### config.mk
export PLATFORM = sky130hd
export DESIGN_NAME = integer_to_base36_text_core
export DESIGN_NICKNAME = d
export VERILOG_FILES = /design/src/sv/b36t_pkg.sv /design/src/sv/b36t_front.sv /design/src/sv/b36t_fifo.sv /design/src/sv/b36t_conv.sv /design/src/sv/b36t_emit.sv /design/src/sv/integer_to_base36_text_core.sv
export SDC_FILE = /design/constraint.sdc
export NUM_CORES = 1
export LEC_CHECK = 0
export ABC_AREA = 1
export ABC_CLOCK_PERIOD_IN_PS = 5400
export BUFFER_PORTS_ARGS = -buffer_cell sky130_fd_sc_hd__buf_2
export CAP_MARGIN = 20
export CORE_MARGIN = 5
export CORE_UTILIZATION = 60
export CTS_CLUSTER_SIZE = 20
export DETAILED_ROUTE_END_ITERATION = 16
export PLACE_DENSITY_LB_ADDON = 0.12
export SYNTH_ARGS = -nofsm -noshare
export SYNTH_HDL_FRONTEND = slang
export SYNTH_SLANG_ARGS = --single-unit
### constraint.sdc
create_clock -name i_clk -period 5.4 [get_ports i_clk]
set_input_delay 0.81 -clock i_clk [delete_from_list [all_inputs] [get_ports i_clk]]
set_output_delay 0.81 -clock i_clk [all_outputs]
set_load 0.005 [all_outputs]
### src/sv/b36t_pkg.sv
// Shared constants, types and helper functions for the base-36 text converter.
`timescale 1ns / 1ps

package b36t_pkg;

    // Input word width and conversion geometry
    localparam int VALUE_WIDTH    = 32;
    localparam int DIGIT_W        = 6;
    localparam int HALF_RADIX     = 18;
    localparam int BITS_PER_CYCLE = 4;
    localparam int STEPS          = (VALUE_WIDTH + BITS_PER_CYCLE - 1) / BITS_PER_CYCLE;
    localparam int MAG_PAD_W      = STEPS * BITS_PER_CYCLE;
    localparam int STEP_CNT_W     = $clog2(STEPS);

    // Queue between classifier and converter
    localparam int FIFO_DEPTH = 2;
    localparam int FIFO_AW    = $clog2(FIFO_DEPTH);
    localparam int FIFO_CNT_W = $clog2(FIFO_DEPTH + 1);

    // ASCII codes
    localparam logic [6:0] CHAR_MINUS = 7'h2d;
    localparam logic [6:0] CHAR_ZERO  = 7'h30;
    localparam logic [6:0] CHAR_A     = 7'h61;
    localparam logic [6:0] TEN        = 7'd10;

    // Count base-36 digits needed for the largest magnitude, 2^(VALUE_WIDTH-1)
    function automatic int calc_digits();
        logic [127:0] pw;
        logic [127:0] lim;
        int           n;
        pw  = 128'd1;
        lim = 128'd1 << (VALUE_WIDTH - 1);
        n   = 0;
        while (pw <= lim) begin
            pw = pw * 128'd36;
            n  = n + 1;
        end
        return n;
    endfunction

    localparam int NUM_DIGITS  = calc_digits();
    localparam int DIGIT_IDX_W = $clog2(NUM_DIGITS);

    typedef logic [DIGIT_W-1:0] t_digit;

    // Classified item: sign and unsigned magnitude
    typedef struct packed {
        logic                   neg;
        logic [VALUE_WIDTH-1:0] mag;
    } t_item;

    // Converted number: sign and digits, least significant digit at index 0
    typedef struct packed {
        logic                        neg;
        t_digit [NUM_DIGITS-1:0]     digits;
    } t_conv;

    // Map a digit value 0..35 to its ASCII character
    function automatic logic [6:0] digit_char(t_digit d);
        if (7'(d) < TEN) begin
            return CHAR_ZERO + 7'(d);
        end
        return CHAR_A + 7'(d) - TEN;
    endfunction

endpackage

### src/sv/b36t_front.sv
// Front end: accepts input integers and splits them into sign and magnitude.
`timescale 1ns / 1ps

module b36t_front (
    input  logic                            i_valid,
    input  logic [b36t_pkg::VALUE_WIDTH-1:0] i_value,
    input  logic                            i_fifo_full,
    output logic                            o_stall,
    output logic                            o_push,
    output b36t_pkg::t_item                 o_item
);

    logic neg;

    // Hold off the source while the queue is full
    assign o_stall = i_fifo_full;
    assign o_push  = i_valid && !i_fifo_full;

    // Take the magnitude; the most negative value wraps to 2^(W-1) unsigned
    assign neg        = i_value[b36t_pkg::VALUE_WIDTH-1];
    assign o_item.neg = neg;
    assign o_item.mag = neg ? (~i_value + b36t_pkg::VALUE_WIDTH'(1)) : i_value;

endmodule

### src/sv/b36t_fifo.sv
// Short queue of classified items between the front end and the converter.
`timescale 1ns / 1ps

module b36t_fifo (
    input  logic            i_clk,
    input  logic            i_rst_n,
    input  logic            i_push,
    input  b36t_pkg::t_item i_item,
    input  logic            i_pop,
    output logic            o_valid,
    output logic            o_full,
    output b36t_pkg::t_item o_item
);

    b36t_pkg::t_item                     r_mem [b36t_pkg::FIFO_DEPTH];
    logic [b36t_pkg::FIFO_AW-1:0]        r_wr_ptr;
    logic [b36t_pkg::FIFO_AW-1:0]        r_rd_ptr;
    logic [b36t_pkg::FIFO_CNT_W-1:0]     r_count;

    assign o_valid = (r_count != '0);
    assign o_full  = (r_count == b36t_pkg::FIFO_CNT_W'(b36t_pkg::FIFO_DEPTH));
    assign o_item  = r_mem[r_rd_ptr];

    // Advance pointers and occupancy
    always_ff @(posedge i_clk) begin
        if (!i_rst_n) begin
            r_wr_ptr <= '0;
            r_rd_ptr <= '0;
            r_count  <= '0;
        end else begin
            if (i_push) begin
                r_wr_ptr <= r_wr_ptr + b36t_pkg::FIFO_AW'(1);
            end
            if (i_pop) begin
                r_rd_ptr <= r_rd_ptr + b36t_pkg::FIFO_AW'(1);
            end
            if (i_push && !i_pop) begin
                r_count <= r_count + b36t_pkg::FIFO_CNT_W'(1);
            end else if (!i_push && i_pop) begin
                r_count <= r_count - b36t_pkg::FIFO_CNT_W'(1);
            end
        end
    end

    // Store entries
    always_ff @(posedge i_clk) begin
        if (i_push) begin
            r_mem[r_wr_ptr] <= i_item;
        end
    end

endmodule

### src/sv/b36t_conv.sv
// Converter: shifts the magnitude into base-36 digit registers, four bits a cycle.
`timescale 1ns / 1ps

module b36t_conv (
    input  logic            i_clk,
    input  logic            i_rst_n,
    input  logic            i_fifo_valid,
    input  b36t_pkg::t_item i_item,
    output logic            o_pop,
    output logic            o_done,
    output b36t_pkg::t_conv o_result,
    input  logic            i_ready
);

    typedef enum logic [1:0] {
        S_IDLE,
        S_RUN,
        S_DONE
    } t_state;

    t_state                                              r_state;
    logic [b36t_pkg::MAG_PAD_W-1:0]                      r_mag;
    logic                                                r_neg;
    b36t_pkg::t_digit [b36t_pkg::NUM_DIGITS-1:0]         r_digits;
    logic [b36t_pkg::STEP_CNT_W-1:0]                     r_cnt;
    b36t_pkg::t_digit [b36t_pkg::NUM_DIGITS-1:0]         n_digits;
    b36t_pkg::t_digit [b36t_pkg::NUM_DIGITS-1:0]         d_cur;
    b36t_pkg::t_digit [b36t_pkg::NUM_DIGITS-1:0]         d_base;
    logic [b36t_pkg::NUM_DIGITS-1:0]                     carry;
    logic                                                load;
    logic                                                last_step;

    assign load      = i_fifo_valid &&
                       ((r_state == S_IDLE) || ((r_state == S_DONE) && i_ready));
    assign last_step = (r_cnt == b36t_pkg::STEP_CNT_W'(b36t_pkg::STEPS - 1));
    assign o_pop     = load;
    assign o_done    = (r_state == S_DONE);
    assign o_result.neg    = r_neg;
    assign o_result.digits = r_digits;

    // Double every digit and add the next magnitude bit; a digit of 18 or more
    // wraps by 36 and carries into the next digit
    always_comb begin
        d_cur  = r_digits;
        d_base = r_digits;
        carry  = '0;
        for (int s = 0; s < b36t_pkg::BITS_PER_CYCLE; s++) begin
            for (int i = 0; i < b36t_pkg::NUM_DIGITS; i++) begin
                if (i == 0) begin
                    carry[i] = r_mag[b36t_pkg::MAG_PAD_W-1-s];
                end else begin
                    carry[i] = (d_cur[i-1] >= b36t_pkg::DIGIT_W'(b36t_pkg::HALF_RADIX));
                end
                if (d_cur[i] >= b36t_pkg::DIGIT_W'(b36t_pkg::HALF_RADIX)) begin
                    d_base[i] = d_cur[i] - b36t_pkg::DIGIT_W'(b36t_pkg::HALF_RADIX);
                end else begin
                    d_base[i] = d_cur[i];
                end
            end
            for (int i = 0; i < b36t_pkg::NUM_DIGITS; i++) begin
                d_cur[i] = {d_base[i][b36t_pkg::DIGIT_W-2:0], carry[i]};
            end
        end
        n_digits = d_cur;
    end

    // Sequence load, conversion steps and handoff
    always_ff @(posedge i_clk) begin
        if (!i_rst_n) begin
            r_state <= S_IDLE;
        end else begin
            unique case (r_state)
                S_IDLE: begin
                    if (load) begin
                        r_state <= S_RUN;
                    end
                end
                S_RUN: begin
                    if (last_step) begin
                        r_state <= S_DONE;
                    end
                end
                S_DONE: begin
                    if (i_ready) begin
                        r_state <= load ? S_RUN : S_IDLE;
                    end
                end
                default: begin
                    r_state <= S_IDLE;
                end
            endcase
            if (load) begin
                r_mag    <= b36t_pkg::MAG_PAD_W'(i_item.mag);
                r_neg    <= i_item.neg;
                r_digits <= '0;
                r_cnt    <= '0;
            end else if (r_state == S_RUN) begin
                r_mag    <= r_mag << b36t_pkg::BITS_PER_CYCLE;
                r_digits <= n_digits;
                r_cnt    <= r_cnt + b36t_pkg::STEP_CNT_W'(1);
            end
        end
    end

endmodule

### src/sv/b36t_emit.sv
// Back end: drops leading zeros and sends sign and digit characters one per transfer.
`timescale 1ns / 1ps

module b36t_emit (
    input  logic            i_clk,
    input  logic            i_rst_n,
    input  logic            i_done,
    input  b36t_pkg::t_conv i_result,
    output logic            o_ready,
    output logic            o_valid,
    output logic [6:0]      o_char_code,
    output logic            o_last_char,
    input  logic            i_stall
);

    b36t_pkg::t_digit [b36t_pkg::NUM_DIGITS-1:0] r_digits;
    logic [b36t_pkg::DIGIT_IDX_W-1:0]            r_idx;
    logic                                        r_sign;
    logic                                        r_busy;
    logic                                        r_out_valid;
    logic [6:0]                                  r_char;
    logic                                        r_last;
    logic [b36t_pkg::DIGIT_IDX_W-1:0]            top;
    logic                                        load;
    logic                                        advance;

    assign o_ready     = !r_busy;
    assign load        = i_done && !r_busy;
    assign advance     = !r_out_valid || !i_stall;
    assign o_valid     = r_out_valid;
    assign o_char_code = r_char;
    assign o_last_char = r_last;

    // Find the most significant nonzero digit; zero keeps the units digit
    always_comb begin
        top = '0;
        for (int i = 0; i < b36t_pkg::NUM_DIGITS; i++) begin
            if (i_result.digits[i] != '0) begin
                top = b36t_pkg::DIGIT_IDX_W'(i);
            end
        end
    end

    // Load a converted number, then move one character a cycle out unless stalled
    always_ff @(posedge i_clk) begin
        if (!i_rst_n) begin
            r_busy      <= 1'b0;
            r_out_valid <= 1'b0;
        end else begin
            if (load) begin
                r_busy   <= 1'b1;
                r_digits <= i_result.digits;
                r_idx    <= top;
                r_sign   <= i_result.neg;
            end
            if (advance) begin
                if (r_busy) begin
                    r_out_valid <= 1'b1;
                    if (r_sign) begin
                        r_char <= b36t_pkg::CHAR_MINUS;
                        r_last <= 1'b0;
                        r_sign <= 1'b0;
                    end else begin
                        r_char <= b36t_pkg::digit_char(r_digits[r_idx]);
                        r_last <= (r_idx == '0);
                        if (r_idx == '0) begin
                            r_busy <= 1'b0;
                        end else begin
                            r_idx <= r_idx - b36t_pkg::DIGIT_IDX_W'(1);
                        end
                    end
                end else begin
                    r_out_valid <= 1'b0;
                end
            end
        end
    end

endmodule

### src/sv/integer_to_base36_text_core.sv
// Top level: signed integer to base-36 ASCII character stream.
//
//  Channel | Direction | Handshake          | Payload
//  --------+-----------+--------------------+-------------------------------
//  input   | in        | i_valid / o_stall  | i_value (32-bit signed)
//  output  | out       | o_valid / i_stall  | o_char_code (7b), o_last_char
//
//  Conversion shifts the 32 magnitude bits in 4 per cycle, and a new number
//  starts only once the last result is handed off; a number leaves as 1
//  to 7 characters, one per cycle while the output is not stalled,
//  overlapped with the next conversion. Reset is synchronous, active low,
//  and empties every stage. A stall on the output holds the current
//  character; the two-entry queue keeps taking input until it fills.
`timescale 1ns / 1ps

module integer_to_base36_text_core (
    input  logic                             i_clk,
    input  logic                             i_rst_n,
    input  logic                             i_valid,
    input  logic [b36t_pkg::VALUE_WIDTH-1:0] i_value,
    output logic                             o_stall,
    output logic                             o_valid,
    output logic [6:0]                       o_char_code,
    output logic                             o_last_char,
    input  logic                             i_stall
);

    b36t_pkg::t_item push_item;
    b36t_pkg::t_item head_item;
    b36t_pkg::t_conv conv_result;
    logic            push;
    logic            pop;
    logic            fifo_valid;
    logic            fifo_full;
    logic            conv_done;
    logic            emit_ready;

    // Classify incoming numbers
    b36t_front u_front (
        .i_valid     (i_valid),
        .i_value     (i_value),
        .i_fifo_full (fifo_full),
        .o_stall     (o_stall),
        .o_push      (push),
        .o_item      (push_item)
    );

    // Decouple front end from conversion
    b36t_fifo u_fifo (
        .i_clk   (i_clk),
        .i_rst_n (i_rst_n),
        .i_push  (push),
        .i_item  (push_item),
        .i_pop   (pop),
        .o_valid (fifo_valid),
        .o_full  (fifo_full),
        .o_item  (head_item)
    );

    // Generate base-36 digits
    b36t_conv u_conv (
        .i_clk        (i_clk),
        .i_rst_n      (i_rst_n),
        .i_fifo_valid (fifo_valid),
        .i_item       (head_item),
        .o_pop        (pop),
        .o_done       (conv_done),
        .o_result     (conv_result),
        .i_ready      (emit_ready)
    );

    // Stream characters out
    b36t_emit u_emit (
        .i_clk       (i_clk),
        .i_rst_n     (i_rst_n),
        .i_done      (conv_done),
        .i_result    (conv_result),
        .o_ready     (emit_ready),
        .o_valid     (o_valid),
        .o_char_code (o_char_code),
        .o_last_char (o_last_char),
        .i_stall     (i_stall)
    );

endmodule

# --- Yosys cells after proc, flatten, opt, wreduce, memory -nomap -nowiden ---
# Memories as Yosys holds them, arrays and structs flattened. A register that Yosys moved wholly into a read port is not among the register bits.
# Cells that the tools add are included.
totals:
  word_cells: 191
  mem_bits_rw: 66
  out_inout_bits: 10
  in_bits: 36
  n_memories: 1
  regBits: 128
classes:
  n_lt_le_gt_ge: 26
  bitwise: 1
  addsub: 34
  reduce_logical: 28
  n_mux: 69
  eq_ne: 7
mem_list:
  columns: ["name", "depth", "width", "read_ports", "rd_ports_with_merged_regs", "wr", "line_no", "rtl"]
  rows:
  - ["u_fifo.r_mem", 2, 33, 1, 1, 1, "b36t_fifo.sv:15", "b36t_pkg::t_item r_mem [b36t_pkg::FIFO_DEPTH];"]
ops:
  columns: ["cell", "n"]
  rows:
  - ["6-bit by 5-bit greater-or-equal comparator with 1-bit output, second input constant", 24]
  - ["5-bit 2-to-1 mux", 24]
  - ["5-bit subtractor, second input constant", 24]
  - ["32-bit 2-to-1 mux", 3]
  - ["36-bit 2-to-1 mux", 1]
  - ["32-bit by 1-bit adder with 32-bit output, second input constant", 1]
  - ["32-bit inverter", 1]
  - ["6-bit nonzero test", 5]
  - ["3-bit 2-to-1 mux", 8]
  - ["1-bit 2-to-1 mux", 21]
  - ["6-bit binary-select mux with 3-bit select", 1]
  - ["2-bit 2-to-1 mux", 7]
  - ["7-bit 2-to-1 mux", 2]
  - ["6-bit by 6-bit adder with 7-bit output, first input constant", 1]
  - ["7-bit by 6-bit adder with 7-bit output, first input constant", 1]
  - ["7-bit by 4-bit subtractor with 7-bit output, second input constant", 1]
  - ["1-bit zero test", 6]
  - ["6-bit by 4-bit less-than comparator with 1-bit output, second input constant", 1]
  - ["6-bit 2-to-1 mux", 1]
  - ["2-bit one-hot mux with 3 select lines", 1]
  - ["2-bit AND reduction", 3]
  - ["3-bit AND reduction", 2]
  - ["2-bit nonzero test", 3]
  - ["1-bit logical AND", 5]
  - ["14 further kinds", 18]

# --- Logic depth before layout (Yosys ltp) ---
# Gate-level depths: netlist of the first run.
depth:
  ltp_word: 11
  ltp_mapped: 23
  ltp_nobuf: 23

# --- Modules after synthesis ---
# Synthesis of the first run repeated with hierarchy kept, for this count alone.
unflattened:
  hier_cells: 1316
  area_unflattened_um2: 12032.8
by_module_without_submodules:
  columns: ["mod", "area_per_inst_um2", "cells_each", "seq_area_each_um2", "instances"]
  rows:
  - ["b36t_conv", 5625.4, 710, 2202.1, 1]
  - ["b36t_fifo", 2765.2, 138, 2082.0, 1]
  - ["b36t_emit", 2506.2, 243, 1481.4, 1]
  - ["b36t_front", 1136.1, 225, 0.0, 1]

# --- Least setup slack after synthesis of the first run ---
# OpenSTA, ideal clock, no wires.
synth_path:
  path_kind: "reg2reg"
  from: "reg u_emit.r_busy"
  to: "reg u_conv.r_digits (netlist bit u_conv.o_result[0]) (enable)"
  n_path_buf: 1
  path_stages_with_launch: 7
  setup_ps: 500
  t_arrival_ps: 3916
  t_required_ps: 4900
  slack_ps: 984
  period_less_slack_ps: 4416
  cell_sequence: "dfxtp_1 -> a21oi_1 -> nand2_1 -> inv_2 -> clkbuf_1 -> nor2_1 -> nor2_1"
synth_between:
  elab_chain_cells: 6
synth_rtl:
  columns: ["item", "line_no", "rtl"]
  rows:
  - ["start, declared", "b36t_emit.sv:19", "logic r_busy;"]
  - ["start signal, assigned", "b36t_emit.sv:47", "r_busy <= 1'b0;"]
  - ["start signal, assigned", "b36t_emit.sv:51", "r_busy <= 1'b1;"]
  - ["start signal, assigned", "b36t_emit.sv:67", "r_busy <= 1'b0;"]
  - ["1-bit zero test", "b36t_emit.sv:27", "assign o_ready = !r_busy;"]
  - ["1-bit logical AND", "b36t_conv.sv:34", "((r_state == S_IDLE) || ((r_state == S_DONE) && i_ready));"]
  - ["1-bit logical OR", "b36t_conv.sv:34", null]
  - ["1-bit logical AND", "b36t_conv.sv:33", "assign load = i_fifo_valid &&"]
  - ["2-bit nonzero test (no line)", null, null]
  - ["2-bit AND reduction (no line)", null, null]
  - ["end signal, assigned", "b36t_conv.sv:99", "r_digits <= n_digits;"]
  - ["end, declared", "b36t_conv.sv:24", "b36t_pkg::t_digit [b36t_pkg::NUM_DIGITS-1:0] r_digits;"]
# No other way between the ends.
# A chain may end at the register's enable or synchronous reset.

# --- Worst setup path after layout of the first run ---
layout_path:
  from: "reg u_emit.r_idx[0] in the netlist's numbering"
  to: "reg u_emit.r_char[6], in the netlist u_emit.o_char_code[6], data pin"
layout_between:
  elab_chain_cells: 9
  elab_cells_between_ends: 13
  classes_between: "add/sub (3); order compare (1); mux (9)"
layout_rtl:
  columns: ["item", "line_no", "rtl"]
  rows:
  - ["start, declared", "b36t_emit.sv:17", "logic [b36t_pkg::DIGIT_IDX_W-1:0] r_idx;"]
  - ["start signal, assigned", "b36t_emit.sv:53", "r_idx <= top;"]
  - ["start signal, assigned", "b36t_emit.sv:69", "r_idx <= r_idx - b36t_pkg::DIGIT_IDX_W'(1);"]
  - ["6-bit binary-select mux with 3-bit select *", "b36t_emit.sv:64", "r_char <= b36t_pkg::digit_char(r_digits[r_idx]);"]
  - ["6-bit 2-to-1 mux (not written as such) *", "b36t_emit.sv:64", null]
  - ["parallel branches: the longest is 6 deep, another holds 7-bit by 6-bit adder with 7-bit output", null, null]
  - ["7-bit 2-to-1 mux *", "b36t_pkg.sv:63", "return CHAR_A + 7'(d) - TEN;"]
  - ["end signal, assigned", "b36t_emit.sv:60", "r_char <= b36t_pkg::CHAR_MINUS;"]
  - ["end signal, assigned", "b36t_emit.sv:64", null]
  - ["end, declared", "b36t_emit.sv:21", "logic [6:0] r_char;"]
# Mark *: on every way between the ends. The select of a mux whose other input is x is not followed.

==> metrics.cfg, run 1 <==
[final_layout]
finalNetCount = 1267
drive_gt1_share_pct = 18.66
area_delta_synth_final_pct = 9.663
diodes = 0
nFillCells = 1432
post_route_insts_no_fill = 1440
final_common_cell = nand2_1
mostFrequentLayoutCells = nand2_1 (252), edfxtp_1 (186), inv_1 (113)

[critical_path]
rr_endpoint = u_emit.o_char_code[6]
regToRegStartpoint = u_emit.r_idx[0]
ff2ff_setup_slack_ps = 2470
cp-end-kind = flip-flop
path_cells = inv_1 -> o21ai_0 -> o22ai_1 -> a2bb2oi_1 -> ha_1 -> nand2_1 -> nand2_1 -> inv_1 -> a2111oi_0
cp_max_fo = 22
arrival_time_worst_endpoint_ps = 3140
timing.setup.critical_path_class = reg2reg
critPathRequiredTime_ps = 5600
critPathMaxStageDelay_ps = 670
startpoint_type = flip-flop
timing.critical_path.slowest_stage_cell = edfxtp_1
cpLargestDelayFamily = compound AO/OA/AOI/OAI gates
timing.reg2reg.worst_path_depth = 9
cp.buffers_inverters = 2

[route]
post_drt_wl_per_cell_um = 14.13
initialDrtViolationCount = 468
drt_drc_violations_left = 0
antenna_left = 0
drtPass1Iterations = 5
routed_wire_length_um = 20350
detailroute.via_count = 7803
avgViaCountPerCell = 5.419

[hold_path]
holdPathStages = 1
capture_endpoint_of_the_worst_hold_path = u_fifo.r_rd_ptr
hp-start = u_fifo.r_rd_ptr
min-delay-path-class = reg2reg

[timing]
clock.fmax_mhz = 341.0
grt_setup_unrepaired = no
layout_min_cycle_time_ps = 2933
drv_slew = 0
final_hold_viol_count = 0
setup_viol = 0
clock_skew_ps = 9.572
finalCritPeriodShare_pct = 54.31
slew_at_the_pin_closest_to_its_max_slew_limit_ps = 1055
slew_headroom_pct = 29.57
tns_ps = 0

[clocking]
total_number_of_clock_tree_sinks = 195
buffers_from_clock_root_to_sink_at_most = 2
cts-root-buf = clkbuf_16
cts.hold.buffers_added = 0
clkSlewWorstSetupHoldPaths_ps = 70
cts_htree_levels = 4
postCtsSetupRepairBufs = 0
tritoncts = yes
worst_skew_late_latency_ps = 430
post_cts_resized = 0
cts-buffers-inserted = 17

[logic_synthesis]
syn_nets = 1222
ys_warn_count = 0
number_of_flops_mapped_to_enable_cells_by_yosys = 186
synthFlopType = edfxtp_1
yosys.cell_types.count = 48
async_reset_ff_share_pct = 0
ys_seq_area_share_pct = 53.01
syn_inst = 1153
avgSynthCellArea_um2 = 9.433
postSynthRegisterBits = 195
post_synth_instance_area_um2 = 10880

[die]
start_util_pct = 60.76
num_rows = 49
fp.dieH_um = 144.6
core_region_area_um2 = 17900
die-area_um2 = 20920
pin_count = 46
die-width_um = 144.6

[place]
hpwl_um = 14490
numPortBuffers = 45
gp_routability_congestion = 0.8823
post-place-cells = 1407

[grt]
grt_antenna_before_repair = 0
first_global_vias = 7294
grt_first_pass_wirelength_um = 34190
largest_net_degree_at_the_start_of_global_routing = 86
grt_util_all_layers_pct = 20.44
globalRoute.totalOverflow = 0

[run]
number_of_max_capacitance_violations_reported = 0

[status]
status = finished, final reports clean

## cells in the mapped netlist (2+ instances only)
master    number  area share, %
o21ai_0       41            1.9
nand3_2       19            1.7
a22oi_1        2           0.14
dfxtp_1        9            1.7
or2_2          7           0.40
nor3b_1        2           0.14
nand3_1       61            2.8
xor2_1        30            2.4
inv_2         20           0.69
ha_1          33            3.8
a32oi_1        2           0.16
nor2_2         4           0.23
o21ai_2       10           0.81
inv_1        113            3.9
buf_1          3           0.10
nor2_1        99            3.4
nand2_2       55            3.2
a21oi_2        3           0.24
a21oi_1       47            2.2
a21boi_1       3           0.21
xnor2_1       21            1.7
nor3_1        13           0.60
nand3_4        2           0.32
nand2_1      252            8.7
a21o_1         2           0.14
nor4_1         6           0.35
clkbuf_1      19           0.66
edfxtp_1     186             51
o21a_1         2           0.14
o21ai_1       15           0.69
nand2_4       14            1.4
o22ai_1        6           0.35
nor3_2         2           0.18
a21oi_4        3           0.45
buf_2          4           0.18
a31oi_1       31            1.8
## cell families (layout without fill, tap and decap cells)
| group | after synthesis | after routing | share of synthesized area [%] |
|---|---|---|---|
| compound gates | 174 | 174 | 9.686 |
| xor+xnor | 52 | 52 | 4.256 |
| fa+ha+maj | 33 | 33 | 3.796 |
| buf+inv | 160 | 218 | 5.568 |
| flops | 195 | 195 | 53.01 |
| simple gates | 539 | 539 | 23.69 |
## flip-flops by register name, indices dropped and copies added, names as in the netlist, 2 cells and up, named ones only
register / flops
u_fifo.r_mem: 66
u_conv.o_result: 36
u_emit.r_digits: 36
u_conv.r_mag: 32
u_emit.o_char_code: 7
u_conv.r_cnt: 3
u_emit.r_idx: 3
u_conv.r_state: 2
u_fifo.r_count: 2
## through the flow
stage	setup slack, ps	utilization [%]	cell area, um^2	hold WS [ps]
after floorplan	983.7	-	10880	425.5
after global placement	2224	63.38	11350	439.3
after detailed placement	2190	63.38	11350	444.0
after CTS	2174	66.60	11920	454.7
after global routing	2107	66.63	11930	467.3
final	2467	66.63	11930	454.0
## worst max-delay path by stage
| stage | start | end | slack [ps] | cells past startpoint |
|---|---|---|---|---|
| after floorplan | u_emit.r_busy | u_conv.o_result[0] | 980 | 6 |
| after global routing | u_emit.r_idx[0] | u_emit.o_char_code[6] | 2110 | 9 |
| final | u_emit.r_idx[0] | u_emit.o_char_code[6] | 2470 | 9 |
| after CTS | u_emit.r_idx[0] | u_emit.o_char_code[6] | 2170 | 9 |
| after detailed placement | i_value[0] | u_fifo.r_mem[1][30] | 2190 | 15 |
| after global placement | i_value[0] | u_fifo.r_mem[0][30] | 2220 | 15 |
## layer usage
layer | GRT usage, % | part of all wire (%)
met1 | 27.50 | 46
met2 | 34.70 | 49
met3 | 2.844 | 3.3
met4 | 6.186 | 1.2
met5 | 0 | 0
## final cells by class
cell class	instances	area, um^2	share of cell area [%]
Clock inverter	15	151.4	1.269
Inverter	134	503.0	4.217
Sequential cell	195	5766	48.34
Tap cell	229	286.5	2.402
Timing Repair Buffer	52	275.3	2.308
Multi-Input combinational cell	798	4521	37.90
Clock buffer	17	425.4	3.567
Power of run 1 is not shown: default switching activity piles up to over one toggle a cycle in this logic, so the estimate is an artifact.
==> run 2: changes to the inputs <==
--- a/config.mk
+++ b/config.mk
@@ -5,8 +5,8 @@
 export SDC_FILE = /design/constraint.sdc
 export NUM_CORES = 1
 export LEC_CHECK = 0
-export ABC_AREA = 1
-export ABC_CLOCK_PERIOD_IN_PS = 5400
+export ABC_AREA = 0
+export ABC_CLOCK_PERIOD_IN_PS = 2920
 export BUFFER_PORTS_ARGS = -buffer_cell sky130_fd_sc_hd__buf_2
 export CAP_MARGIN = 20
 export CORE_MARGIN = 5
==> constraint.sdc (replaced) <==
create_clock -name i_clk -period 2.92 [get_ports i_clk]
set_input_delay 0.438 -clock i_clk [delete_from_list [all_inputs] [get_ports i_clk]]
set_output_delay 0.438 -clock i_clk [all_outputs]
set_load 0.005 [all_outputs]
==> metrics.cfg, run 2 <==
[timing]
clock_skew_ps = 17.49
fin_ws_ps = -336.1
finalCritPeriodShare_pct = 111.5
layout_min_cycle_time_ps = 3256
slew_at_the_pin_closest_to_its_max_slew_limit_ps = 655.1
drv_slew = 0
setup_viol = 24
clock.fmax_mhz = 307.1
slew_headroom_pct = 55.99
final_hold_viol_count = 0
grt_setup_unrepaired = yes

[grt]
largest_net_degree_at_the_start_of_global_routing = 43
grt_antenna_before_repair = 0
first_global_vias = 8517
global_route.peak_usage_layer = met2
met3_usage_pct = 3.856
met1_usage_pct = 30.05
globalRoute.totalOverflow = 0
grt_util_all_layers_pct = 23.50
met2_usage_pct = 41.18
grt_first_pass_wirelength_um = 41360

[die]
pin_count = 46
die-area_um2 = 21700
die-width_um = 147.3
start_util_pct = 60.68
core_region_area_um2 = 18640
fp.dieH_um = 147.3
num_rows = 50

[clocking]
cts.hold.buffers_added = 0
cts_htree_levels = 4
clkSlewWorstSetupHoldPaths_ps = 80
total_number_of_clock_tree_sinks = 195
cts-root-buf = clkbuf_16
worst_skew_late_latency_ps = 440
buffers_from_clock_root_to_sink_at_most = 2
tritoncts = yes
cts-buffers-inserted = 17

[critical_path]
cp-end-kind = flip-flop
critPathMaxStageDelay_ps = 530
timing.setup.critical_path_class = reg2reg
timing.critical_path.slowest_stage_cell = edfxtp_1
arrival_time_worst_endpoint_ps = 3570
ff2ff_setup_slack_ps = -340
timing.reg2reg.worst_path_depth = 12
cpLargestDelayFamily = compound AO/OA/AOI/OAI gates
rr_endpoint = u_conv.o_result[34]
path_cells = o21a_1 -> o31ai_4 -> buf_4 -> and3_4 -> o21bai_4 -> xnor2_2 -> ha_4 -> a21boi_4 -> xor2_2 -> a21oi_4 -> or4_1 -> nand2_1
critPathRequiredTime_ps = 3230
startpoint_type = flip-flop
cp.buffers_inverters = 1
cp_max_fo = 5
regToRegStartpoint = u_conv.o_result[32]

[route]
antenna_left = 0
avgViaCountPerCell = 5.910
drt_drc_violations_left = 0
drtPass1Iterations = 6
routed_wire_length_um = 27430
post_drt_wl_per_cell_um = 17.99
initialDrtViolationCount = 592
detailroute.via_count = 9012

[run]
number_of_max_capacitance_violations_reported = 0

[hold_path]
min-delay-path-class = in2reg
capture_endpoint_of_the_worst_hold_path = u_fifo.r_mem[0][0]
hp-start = i_value[0]
holdPathStages = 1

[final_layout]
area_delta_synth_final_pct = 32.45
mostFrequentLayoutCells = buf_4 (201), edfxtp_1 (186), nand2_1 (87)
finalNetCount = 1347
diodes = 0
largest-register = u_fifo.r_mem
drive_gt1_share_pct = 37.72
post_route_insts_no_fill = 1525
final_common_cell = buf_4
largest_reg_flops = 66

[place]
post-place-cells = 1438
numPortBuffers = 45
worst_case_setup_slack_after_placement_ps = -229.4
hpwl_um = 16910
gp_routability_congestion = 0.8580

[logic_synthesis]
post-synth-top-area-fraction_pct = 49.37
yosys.cell_types.count = 83
syn_nets = 1108
post_synth_instance_area_um2 = 11310
synth.area.top_cells = edfxtp_1 (49%), mux2i_1 (4.3%), xnor2_1 (3.9%), ha_1 (3.6%), o21ai_0 (3.5%)
async_reset_ff_share_pct = 0
synthFlopType = edfxtp_1
avgSynthCellArea_um2 = 10.89
ys_warn_count = 0
synth_area_leader_cell = edfxtp_1
number_of_flops_mapped_to_enable_cells_by_yosys = 186
ys_top_cells_by_count = edfxtp_1 (186), nand2_1 (94), o21ai_0 (78)
postSynthRegisterBits = 195
ys_seq_area_share_pct = 50.96
synth.most_common_cell = edfxtp_1
syn_inst = 1039

[status]
status = finished with violations
violations = negative setup slack

run 2: changes by cell type after synthesis, moves of 20 or more:
| cell | change |
|---|---|
| xor2_1 | -24 |
| inv_2 | -20 |
| mux2i_1 | +49 |
| mux2_2 | +22 |
| a31oi_1 | -29 |
| nand3_1 | -39 |
| inv_1 | -62 |
| o21ai_0 | +37 |
| nor2_1 | -30 |
| and2_1 | +23 |
| nand2_2 | -55 |
| nand2_1 | -158 |
| xnor2_1 | +30 |
run 2: worst register-to-register path: cells and delay by family (launching register included):
family | cells | cell delay (ps)
flip-flops | 1 | 530
AND/OR/NAND/NOR | 3 | 770
adder cells (fa/ha/maj) | 1 | 180
XOR/XNOR | 2 | 460
buffers and inverters | 1 | 170
AO/OA/AOI/OAI | 5 | 1030
run 2: metrics by stage:
stage | util [%] | instance area (um^2) | hold WS (ps) | setup TNS [ps]
after floorplan | - | 11510 | 424.4 | -1905
after global placement | 70.34 | 13110 | 503.0 | -1729
after detailed placement | 70.34 | 13110 | 508.4 | -2860
after CTS | 75.99 | 14170 | 206.3 | -1091
after global routing | 80.38 | 14980 | 207.5 | -6775
final | 80.38 | 14980 | 221.5 | -3234
run 2: layout make-up:
| class | count | area, um^2 |
|---|---|---|
| fillers | 1124 | 3659 |
| flip-flops and latches | 195 | 5767 |
| clock buffers | 17 | 425.4 |
| clock inverters | 15 | 178.9 |
| repair buffers | 261 | 1938 |
| multi-input cells | 752 | 6191 |
| inverters | 51 | 191.4 |
| well taps | 234 | 292.8 |
run 2: kinds of logic after synthesis:
family	synth area share, %
and+or+nand+nor	13.15
DFF	50.96
adders and majority gates	3.650
xor gates and xnor gates	4.413
AOI/OAI and AO/OA	16.40
buffers and inverters	3.307
muxes	8.118
run 2: repair_timing:
action,in CTS,in global routing
setup endpoints to repair,25,29
pin swaps,28,47
gates resized for setup,59,121
buffers inserted,24,34
run 2: worst max path at each step:
stage,from,to,depth (start not counted)
2_1_floorplan,u_conv.o_result[10],u_conv.o_result[9],14
3_3_place_gp,u_conv.o_result[1],u_conv.o_result[4],12
3_5_place_dp,u_conv.o_result[2],u_conv.o_result[4],15
4_1_cts,u_conv.o_result[1],u_conv.o_result[4],10
5_1_grt,u_conv.o_result[32],u_conv.o_result[34],12
6_report,u_conv.o_result[32],u_conv.o_result[34],12
run 2: metal layers:
metal	part of all wire [%]	vias to the layer above
met2	52	255
met5	0	-
met1	41	4335
met3	4.4	50
met4	2.2	0
li1	-	4372
Power of run 2 is left out for the same reason.
==> run 3: changes to the inputs <==
--- a/config.mk
+++ b/config.mk
@@ -13,6 +13,7 @@
 export CORE_UTILIZATION = 60
 export CTS_CLUSTER_SIZE = 20
 export DETAILED_ROUTE_END_ITERATION = 16
+export MAX_ROUTING_LAYER = met4
 export PLACE_DENSITY_LB_ADDON = 0.12
 export SYNTH_ARGS = -nofsm -noshare
 export SYNTH_HDL_FRONTEND = slang
==> metrics.cfg, run 3 (synthesis results as in run 2) <==
[place]
gp_routability_congestion = 0.8622
numPortBuffers = 45
hpwl_um = 17100
post-place-cells = 1447

[grt]
grt_first_pass_wirelength_um = 42630
globalRoute.totalOverflow = 0
grt_antenna_before_repair = 0
largest_net_degree_at_the_start_of_global_routing = 40
grt_util_all_layers_pct = 24.76
first_global_vias = 8960

[route]
initialDrtViolationCount = 659
drtPass1Iterations = 5
detailroute.via_count = 9414
drt_drc_violations_left = 0
routed_wire_length_um = 29260
post_drt_wl_per_cell_um = 18.74
antenna_left = 0
avgViaCountPerCell = 6.031

[final_layout]
post_route_insts_no_fill = 1561
drive_gt1_share_pct = 39.64
largest-register = u_fifo.r_mem
final_common_cell = buf_4
area_delta_synth_final_pct = 35.24
largest_reg_flops = 66
diodes = 0
fin_util_pct = 82.07
finalNetCount = 1384
mostFrequentLayoutCells = buf_4 (224), edfxtp_1 (186), nand2_1 (86)

[status]
status = finished with violations
violations = negative setup slack

[timing]
fin_ws_ps = -289.0
finalCritPeriodShare_pct = 109.9
grt_setup_unrepaired = yes
tns_ps = -4428
clock.fmax_mhz = 311.6
drv_slew = 0
final_hold_viol_count = 0
clock_skew_ps = 11.23
layout_min_cycle_time_ps = 3209
setup_viol = 28
timing.hold.ws_ps = 225.4
slew_at_the_pin_closest_to_its_max_slew_limit_ps = 769.9
slew_headroom_pct = 48.28

[die]
pin_count = 46
start_util_pct = 60.68
core_region_area_um2 = 18640
num_rows = 50
die-width_um = 147.3
fp.dieH_um = 147.3
die-area_um2 = 21700

[critical_path]
startpoint_type = flip-flop
arrival_time_worst_endpoint_ps = 3510
cp-end-kind = flip-flop
timing.setup.critical_path_class = reg2reg
critPathRequiredTime_ps = 3220
cp_max_fo = 5

[clocking]
cts-buffers-inserted = 17
buffers_from_clock_root_to_sink_at_most = 2
tritoncts = yes
cts_htree_levels = 4
total_number_of_clock_tree_sinks = 195
cts-root-buf = clkbuf_16
worst_skew_late_latency_ps = 440
clkSlewWorstSetupHoldPaths_ps = 80

[run]
number_of_max_capacitance_violations_reported = 0

[hold_path]
min-delay-path-class = in2reg

run 3: cell count changes in the layout (fill, tap and decap cells not counted), sizes merged:
| cell | previous run | this run |
|---|---|---|
| clkinvlp | 0 | 1 |
| inv | 60 | 58 |
| buf | 261 | 298 |
run 3: layout make-up:
| type | instances | area [um^2] |
|---|---|---|
| multi-input combinational | 752 | 6191 |
| sequential | 195 | 5767 |
| clock inverter | 14 | 163.9 |
| inverter | 51 | 191.4 |
| tap | 234 | 292.8 |
| fill | 1000 | 3343 |
| clock buffer | 17 | 425.4 |
| timing repair buffer | 298 | 2268 |
run 3: final timing paths:
kind | startpoint | to | slack, ps | cells after the start
setup / recovery | u_conv.o_result[31] | u_conv.o_result[34] | -290 | 11
setup reg to reg | u_conv.o_result[31] | u_conv.o_result[34] | -290 | 11
hold / removal | i_value[0] | u_fifo.r_mem[1][0] | 230 | 1
hold reg to reg | u_fifo.r_count[1] | u_fifo.r_count[1] | 520 | 2
run 3: per-layer routing:
layer	wire [um]	share of wire, %	track usage, %	up-vias
li1	-	-	-	4450
met2	15210	52	43.00	304
met3	1240	4.2	3.331	96
met4	934	3.2	7.083	0
met1	11880	41	30.54	4564
met5	0	0	-	-
run 3: what timing repair did:
item,in CTS,in global routing
hold buffers,0,0
setup buffers,50,35
gates resized for setup,80,116
endpoints found under the setup margin,25,29
pin swaps,41,54
run 3: through the flow:
step,setup slack (ps),cell area (um^2)
floorplan,-325.6,11510
global placement,-164.2,13180
detailed placement,-257.3,13180
CTS,-171.9,14530
global route,-436.6,15300
finish,-289.0,15300
run 3: worst max-delay path, cell delays in order (launching register included):
cell and delay [ps]:
edfxtp_1 540, buf_4 220, o21ai_0 240, a22o_1 260, a21oi_2 60, o32a_1 330, or3_4 370, o221a_4 270
a21oi_4 160, a21oi_4 60, or4_1 490, nand2_1 80
Power of run 3 is left out for the same reason.
